$ cat src/rtl/rip_pkg.sv
// Shared types and constants for the radix integer parser.
package rip_pkg;

    localparam logic [7:0] CHAR_HASH    = 8'h23;
    localparam logic [7:0] CHAR_ZERO    = 8'h30;
    localparam logic [7:0] CHAR_NINE    = 8'h39;
    localparam logic [7:0] CHAR_UPPER_A = 8'h41;
    localparam logic [7:0] CHAR_UPPER_F = 8'h46;
    localparam logic [7:0] CHAR_LOWER_A = 8'h61;
    localparam logic [7:0] CHAR_LOWER_F = 8'h66;
    localparam logic [7:0] HEX_LETTER_BASE = 8'd10;

    localparam logic [4:0] DIGIT_NONE = 5'd16;

    typedef enum logic [1:0] {
        RADIX_BIN = 2'd0,
        RADIX_OCT = 2'd1,
        RADIX_DEC = 2'd2,
        RADIX_HEX = 2'd3
    } t_radix;

    typedef enum logic [1:0] {
        ST_OK        = 2'd0,
        ST_NO_PREFIX = 2'd1,
        ST_NO_DIGITS = 2'd2,
        ST_BAD_DIGIT = 2'd3
    } t_status;

    typedef struct packed {
        logic [7:0] char_code;
        logic       is_last;
    } t_char_item;

    typedef struct packed {
        logic [63:0] parsed_value;
        logic [1:0]  status;
    } t_result;

    typedef struct packed {
        logic [4:0] digit;
        logic       is_hash;
        logic       is_last;
    } t_token;

endpackage

$ cat src/rtl/rip_fifo.sv
// Small register-based queue used between pipeline parts.
module rip_fifo #(
    parameter int WIDTH     = 8,
    parameter int ADDR_BITS = 1
) (
    input  logic             i_clk,
    input  logic             i_rst_n,
    input  logic             i_push,
    input  logic [WIDTH-1:0] i_data,
    output logic             o_full,
    input  logic             i_pop,
    output logic [WIDTH-1:0] o_data,
    output logic             o_empty
);

    localparam int DEPTH = 1 << ADDR_BITS;

    logic [WIDTH-1:0]   r_mem [DEPTH];
    logic [ADDR_BITS-1:0] r_wr_ptr, n_wr_ptr;
    logic [ADDR_BITS-1:0] r_rd_ptr, n_rd_ptr;
    logic [ADDR_BITS:0]   r_count, n_count;
    logic do_push, do_pop;

    assign o_full  = (r_count == (ADDR_BITS + 1)'(DEPTH));
    assign o_empty = (r_count == '0);
    assign do_push = i_push && !o_full;
    assign do_pop  = i_pop && !o_empty;
    assign o_data  = r_mem[r_rd_ptr];

    always_comb begin
        n_wr_ptr = do_push ? r_wr_ptr + 1'b1 : r_wr_ptr;
        n_rd_ptr = do_pop ? r_rd_ptr + 1'b1 : r_rd_ptr;
        n_count  = r_count;
        if (do_push && !do_pop) begin
            n_count = r_count + 1'b1;
        end else if (do_pop && !do_push) begin
            n_count = r_count - 1'b1;
        end
    end

    always_ff @(posedge i_clk) begin
        if (!i_rst_n) begin
            r_wr_ptr <= '0;
            r_rd_ptr <= '0;
            r_count  <= '0;
        end else begin
            r_wr_ptr <= n_wr_ptr;
            r_rd_ptr <= n_rd_ptr;
            r_count  <= n_count;
        end
    end

    always_ff @(posedge i_clk) begin
        if (do_push) begin
            r_mem[r_wr_ptr] <= i_data;
        end
    end

endmodule

$ cat src/rtl/rip_front.sv
// Front end: accepts characters and classifies them into tokens.
module rip_front (
    input  logic                i_push,
    input  rip_pkg::t_char_item i_item,
    input  logic                i_tok_full,
    output logic                o_tok_push,
    output rip_pkg::t_token     o_token
);

    logic [7:0] c;

    assign c          = i_item.char_code;
    assign o_tok_push = i_push && !i_tok_full;

    always_comb begin
        o_token.is_hash = (c == rip_pkg::CHAR_HASH);
        o_token.is_last = i_item.is_last;
        priority if (c >= rip_pkg::CHAR_ZERO && c <= rip_pkg::CHAR_NINE) begin
            o_token.digit = 5'(c - rip_pkg::CHAR_ZERO);
        end else if (c >= rip_pkg::CHAR_UPPER_A && c <= rip_pkg::CHAR_UPPER_F) begin
            o_token.digit = 5'(c - rip_pkg::CHAR_UPPER_A + rip_pkg::HEX_LETTER_BASE);
        end else if (c >= rip_pkg::CHAR_LOWER_A && c <= rip_pkg::CHAR_LOWER_F) begin
            o_token.digit = 5'(c - rip_pkg::CHAR_LOWER_A + rip_pkg::HEX_LETTER_BASE);
        end else begin
            o_token.digit = rip_pkg::DIGIT_NONE;
        end
    end

endmodule

$ cat src/rtl/rip_back.sv
// Back end: radix register, accumulator and literal status tracking.
module rip_back #(
    parameter int VALUE_BITS = 64
) (
    input  logic             i_clk,
    input  logic             i_rst_n,
    input  logic             i_cfg_we,
    input  logic [1:0]       i_cfg_data,
    input  logic             i_tok_empty,
    input  rip_pkg::t_token  i_token,
    output logic             o_tok_pop,
    input  logic             i_res_full,
    output logic             o_res_push,
    output rip_pkg::t_result o_result
);

    rip_pkg::t_radix  r_radix;
    logic [VALUE_BITS-1:0] r_acc, n_acc;
    logic             r_at_start, n_at_start;
    logic             r_seen, n_seen;
    rip_pkg::t_status r_err, n_err;
    rip_pkg::t_status status;
    logic [VALUE_BITS-1:0] scaled;
    logic [4:0]       radix_value;
    logic             go;

    assign go         = !i_tok_empty && !i_res_full;
    assign o_tok_pop  = go;
    assign o_res_push = go && i_token.is_last;

    always_comb begin
        unique case (r_radix)
            rip_pkg::RADIX_BIN: begin
                radix_value = 5'd2;
                scaled      = r_acc << 1;
            end
            rip_pkg::RADIX_OCT: begin
                radix_value = 5'd8;
                scaled      = r_acc << 3;
            end
            rip_pkg::RADIX_DEC: begin
                radix_value = 5'd10;
                scaled      = (r_acc << 3) + (r_acc << 1);
            end
            rip_pkg::RADIX_HEX: begin
                radix_value = 5'd16;
                scaled      = r_acc << 4;
            end
            default: begin
                radix_value = 5'd16;
                scaled      = r_acc << 4;
            end
        endcase
    end

    always_comb begin
        n_acc      = r_acc;
        n_at_start = r_at_start;
        n_seen     = r_seen;
        n_err      = r_err;
        if (r_at_start) begin
            n_at_start = 1'b0;
            if (!i_token.is_hash) begin
                n_err = rip_pkg::ST_NO_PREFIX;
            end
        end else if (r_err == rip_pkg::ST_OK) begin
            if (i_token.digit >= radix_value) begin
                n_err = rip_pkg::ST_BAD_DIGIT;
            end else begin
                n_acc  = scaled + VALUE_BITS'(i_token.digit[3:0]);
                n_seen = 1'b1;
            end
        end

        if (n_err == rip_pkg::ST_OK && !n_seen) begin
            status = rip_pkg::ST_NO_DIGITS;
        end else begin
            status = n_err;
        end
        o_result.status       = status;
        o_result.parsed_value = (status == rip_pkg::ST_OK) ? 64'(n_acc) : 64'd0;

        if (i_token.is_last) begin
            n_acc      = '0;
            n_at_start = 1'b1;
            n_seen     = 1'b0;
            n_err      = rip_pkg::ST_OK;
        end
    end

    always_ff @(posedge i_clk) begin
        if (!i_rst_n) begin
            r_radix    <= rip_pkg::RADIX_DEC;
            r_acc      <= '0;
            r_at_start <= 1'b1;
            r_seen     <= 1'b0;
            r_err      <= rip_pkg::ST_OK;
        end else begin
            if (i_cfg_we) begin
                r_radix <= rip_pkg::t_radix'(i_cfg_data);
            end
            if (go) begin
                r_acc      <= n_acc;
                r_at_start <= n_at_start;
                r_seen     <= n_seen;
                r_err      <= n_err;
            end
        end
    end

endmodule

$ cat src/rtl/radix_integer_parser.sv
// Top level of the radix integer parser: front end, token queue, back end, result queue.
//
//   channel   direction  handshake          payload
//   char in   input      push / full        i_item (char_code, is_last)
//   result    output     empty / pop        o_result (parsed_value, status)
//   config    input      i_cfg_we           i_cfg_data (radix_select)
//
// One character per cycle while full is low; the back end's shift-add accumulator update sets this rate.
// A result goes from the token queue through the back end into the result queue, then can be popped;
// the back end holds the last token while the result queue is full.
// Reset is synchronous; both queues empty and radix returns to decimal.
// A stalled result side fills the result queue, then the token queue, then raises full.
module radix_integer_parser #(
    parameter int VALUE_BITS = 64
) (
    input  logic                i_clk,
    input  logic                i_rst_n,
    input  logic                push,
    input  rip_pkg::t_char_item i_item,
    output logic                full,
    output logic                empty,
    input  logic                pop,
    output rip_pkg::t_result    o_result,
    input  logic                i_cfg_we,
    input  logic [1:0]          i_cfg_data
);

    logic             tok_push, tok_full, tok_pop, tok_empty;
    rip_pkg::t_token  tok_in, tok_out;
    logic             res_push, res_full;
    rip_pkg::t_result res_in;

    assign full = tok_full;

    rip_front u_front (
        .i_push     (push),
        .i_item     (i_item),
        .i_tok_full (tok_full),
        .o_tok_push (tok_push),
        .o_token    (tok_in)
    );

    rip_fifo #(
        .WIDTH     ($bits(rip_pkg::t_token)),
        .ADDR_BITS (1)
    ) u_tok_fifo (
        .i_clk   (i_clk),
        .i_rst_n (i_rst_n),
        .i_push  (tok_push),
        .i_data  (tok_in),
        .o_full  (tok_full),
        .i_pop   (tok_pop),
        .o_data  (tok_out),
        .o_empty (tok_empty)
    );

    rip_back #(
        .VALUE_BITS (VALUE_BITS)
    ) u_back (
        .i_clk       (i_clk),
        .i_rst_n     (i_rst_n),
        .i_cfg_we    (i_cfg_we),
        .i_cfg_data  (i_cfg_data),
        .i_tok_empty (tok_empty),
        .i_token     (tok_out),
        .o_tok_pop   (tok_pop),
        .i_res_full  (res_full),
        .o_res_push  (res_push),
        .o_result    (res_in)
    );

    rip_fifo #(
        .WIDTH     ($bits(rip_pkg::t_result)),
        .ADDR_BITS (1)
    ) u_res_fifo (
        .i_clk   (i_clk),
        .i_rst_n (i_rst_n),
        .i_push  (res_push),
        .i_data  (res_in),
        .o_full  (res_full),
        .i_pop   (pop),
        .o_data  (o_result),
        .o_empty (empty)
    );

endmodule
$ cat config.mk
export PLATFORM = sky130hd
export DESIGN_NAME = radix_integer_parser
export DESIGN_NICKNAME = d
export VERILOG_FILES = /design/src/rtl/rip_pkg.sv /design/src/rtl/rip_fifo.sv /design/src/rtl/rip_front.sv /design/src/rtl/rip_back.sv /design/src/rtl/radix_integer_parser.sv
export SDC_FILE = /design/constraint.sdc
export NUM_CORES = 1
export LEC_CHECK = 0
export BUFFER_PORTS_ARGS = -buffer_cell sky130_fd_sc_hd__buf_2
export CAP_MARGIN = 40
export CORE_MARGIN = 5
export CORE_UTILIZATION = 55
export CTS_CLUSTER_DIAMETER = 200
export DETAILED_ROUTE_END_ITERATION = 16
export PLACE_DENSITY = 0.73
export SLEW_MARGIN = 20
export SYNTH_ARGS = -nofsm -noshare
export SYNTH_HDL_FRONTEND = slang
export SYNTH_HIERARCHICAL = 1
export SYNTH_SLANG_ARGS = --single-unit
$ cat constraint.sdc
create_clock -name i_clk -period 6.2 [get_ports i_clk]
set_clock_uncertainty 0.2 [all_clocks]
set_input_delay 1.24 -clock i_clk [delete_from_list [all_inputs] [get_ports i_clk]]
set_output_delay 1.24 -clock i_clk [all_outputs]
set_load 0.01 [all_outputs]
==> results_dict.tcl <==
set metrics [dict create \
    synth_top_flop_cell "edfxtp_1" \
    drc 0 \
    synth_warnings 6 \
    die_w_um 189 \
    drt-wirelength-per-cell_um 23.2 \
    rsz0062_at_grt "no" \
    ir_drop_mv 0.274 \
    pwr-share-seq_pct 38.1 \
    netlist_area_sq_um 17600 \
    first_iter_violations 1945 \
    leakage_nw 6.73 \
    min_period_ns 5.56 \
    clock_latency_ns 0.52 \
    post-place-cells 2404 \
    postCtsHoldBufs 0 \
    finalCoreUtilization_pct 60.5 \
    gp_congestion 0.976 \
    yosys_register_bits 226 \
    cts_made_buffers 24 \
    hold_ws_ns 0.283 \
    cap_violations 0 \
    initial_core_util_pct 55.8 \
    end_kind "flip-flop" \
    setup_viol 0 \
    critPathKind "reg2reg" \
    dr.pass1.iters 6 \
    root_buffer "clkbuf_16" \
    run_status "complete, no violations" \
    whs_path_depth 2 \
    vias 16800 \
    reg2reg_depth 15 \
    relSlewSlack_pct 40.2 \
    htreeDepth 1 \
    design.core.area_sq_um 31600 \
    power.switching_mw 1.90 \
    hold_viol_final 0 \
    fin_cells 2449 \
    netlist-cell-type-count 114 \
    max-clock-path-buffers 3 \
    post_cts_buffers 0 \
    grt_pass1_wl_um 88300 \
    final_common_cell "nand2_1" \
    worstHoldPathType "reg2reg" \
    fp.dieH_um 189 \
    finalCritPeriodShare_pct 89.7 \
    cts_resized 0 \
    area_delta_synth_final_pct 8.30 \
    cts_sinks 226 \
    crit_path_max_fanout 8 \
    clock.fmax_mhz 180 \
    required_ns 6.30 \
    grt.overflow.total 0 \
    synthCells 2020 \
    grt_pass1_vias 15300 \
    synth_edf_count 146 \
    synth_nets 2113 \
    numPortBuffers 83 \
    cts_tree "yes" \
    hp-start "u_back/r_acc[63]" \
    path_clk_slew_ns 0.06 \
    grt_use_total_pct 30.3 \
    tightest_slew_ns 0.893 \
    ant_nets 0 \
    routed_wl_um 56700 \
    grt_max_degree 68 \
    mostFrequentLayoutCells "214 x nand2_1, 177 x nor2_1, 146 x edfxtp_1" \
    start_kind "flip-flop" \
    die_area_sq_um 35700 \
    synth_area_per_cell_sq_um 8.72 \
    top_level_ports 84 \
    num-fill-cells 2729 \
    std_cell_rows 65 \
    worstPathArrival_ns 5.66 \
    worst-r2r-setup-slack_ns 0.64 \
    antenna_found_initial 0 \
    nNetsFinal 2122 \
    switching_share_pct 36.7 \
    powerDensity_nw_per_um2 271 \
    dp_hpwl_um 41300 \
    crit_start "u_back/r_acc[2]" \
    finalMaxSlewViolations 0 \
    p_clk_share_pct 27.5 \
    yosysSeqAreaShare_pct 34.0 \
    vias_per_cell 6.85 \
    p_comb_share_pct 34.4 \
    power_mw 5.18 \
    crit-reg2reg-launch "u_back/r_acc[2]" \
    seqCellArea_sq_um 5990 \
    diodes 0 \
    async_flop_share_pct 0 \
    intPower_mw 3.28 \
    setup_tns_ns 0 \
    multi_input_area_sq_um 10900 \
    final_layout_size_suffix_gt1_share_pct 12.5 \
]
==> through the flow <==
stage	worst slack [ns]	instance area [sq um]
floorplan	0.296	17600
global placement	0.699	18200
detailed placement	0.790	18300
CTS	0.771	19100
global route	0.270	19100
finish	0.638	19100
==> worst max-delay path: stages, from the launching register on <==
cell	delay, ns
dfxtp_1	0.50
ha_1	0.33
fa_1	0.29
nand3_1	0.15
a21oi_2	0.38
o21ai_1	0.24
a2111oi_2	0.57
nor4_1	0.13
o31a_1	0.33
nor3_1	0.33
nor3b_1	0.48
and4b_1	0.48
nand3b_2	0.21
nor3_1	0.22
xor2_1	0.12
a211oi_1	0.38
==> flip-flops by register name (all words and copies together) (netlist names), 2 cells and up, named ones only <==
signal and count:
u_back/r_err 2, u_res_fifo/r_mem 132, u_tok_fifo/r_count 2, u_back/r_acc 64
u_res_fifo/r_count 2, u_back/r_radix 2, u_tok_fifo/r_mem 14
==> cell families after synthesis <==
logic type / synth area share [%]
compound gates: 24.3
xor+xnor: 3.93
fa+ha+maj: 5.55
buf+inv: 4.47
flops: 34.0
mux: 5.99
simple gates: 21.8
==> layer usage <==
metal,GRT usage (%),up-vias,part of all wire (%),routed length (um)
met1,47.9,7973,46,25800
met3,5.13,81,12,6780
met2,43.6,1057,41,23200
met5,0,-,0,0
li1,-,7657,-,-
met4,5.86,0,1.6,918
==> synth_stat cells (all sizes together), types with 20 or more instances <==
library cell	number	area share [%]
a211oi	51	2.4
a21o	35	1.5
a21oi	139	4.0
a221o	37	2.1
a221oi	33	1.8
a22oi	20	0.85
and2	30	1.1
buf	47	1.4
clkbuf	86	1.8
dfxtp	80	9.1
edfxtp	146	25
ha	75	5.3
inv	56	1.2
mux2	75	4.8
mux2i	21	1.2
nand2	214	4.6
nand2b	30	1.1
nand3	52	1.5
nand4	50	1.9
nor2	178	3.8
nor2b	43	1.5
nor3	37	1.2
o21ai	115	3.4
o22ai	24	0.85
xnor2	41	2.0
xor2	38	1.9
==> power by group through the flow <==
| stage | sequential (mW) | clock [mW] | combinational (mW) |
|---|---|---|---|
| finish | 1.97 | 1.42 | 1.78 |
| global route | 1.99 | 1.50 | 1.91 |
| CTS | 1.97 | 1.43 | 1.76 |
| detailed placement | 2.00 | 0 | 1.74 |
| global placement | 2.01 | 0 | 1.69 |
| floorplan | 1.97 | 0 | 1.15 |
==> area by class of cell <==
class | count | area share, %
multi-input cells | 1604 | 57.0
repair buffers | 116 | 3.73
clock buffers | 30 | 3.43
inverters | 57 | 1.12
clock inverters | 14 | 0.689
well taps | 402 | 2.64
flip-flops and latches | 226 | 31.4
==> path summary, 6_finish.rpt <==
kind | endpoint
max reg2reg | u_res_fifo/r_mem[1][61]
min reg2reg | u_back/r_acc[63]
min | u_back/r_acc[63]
max | u_res_fifo/r_mem[1][61]
(Power assumes the default switching activity.)
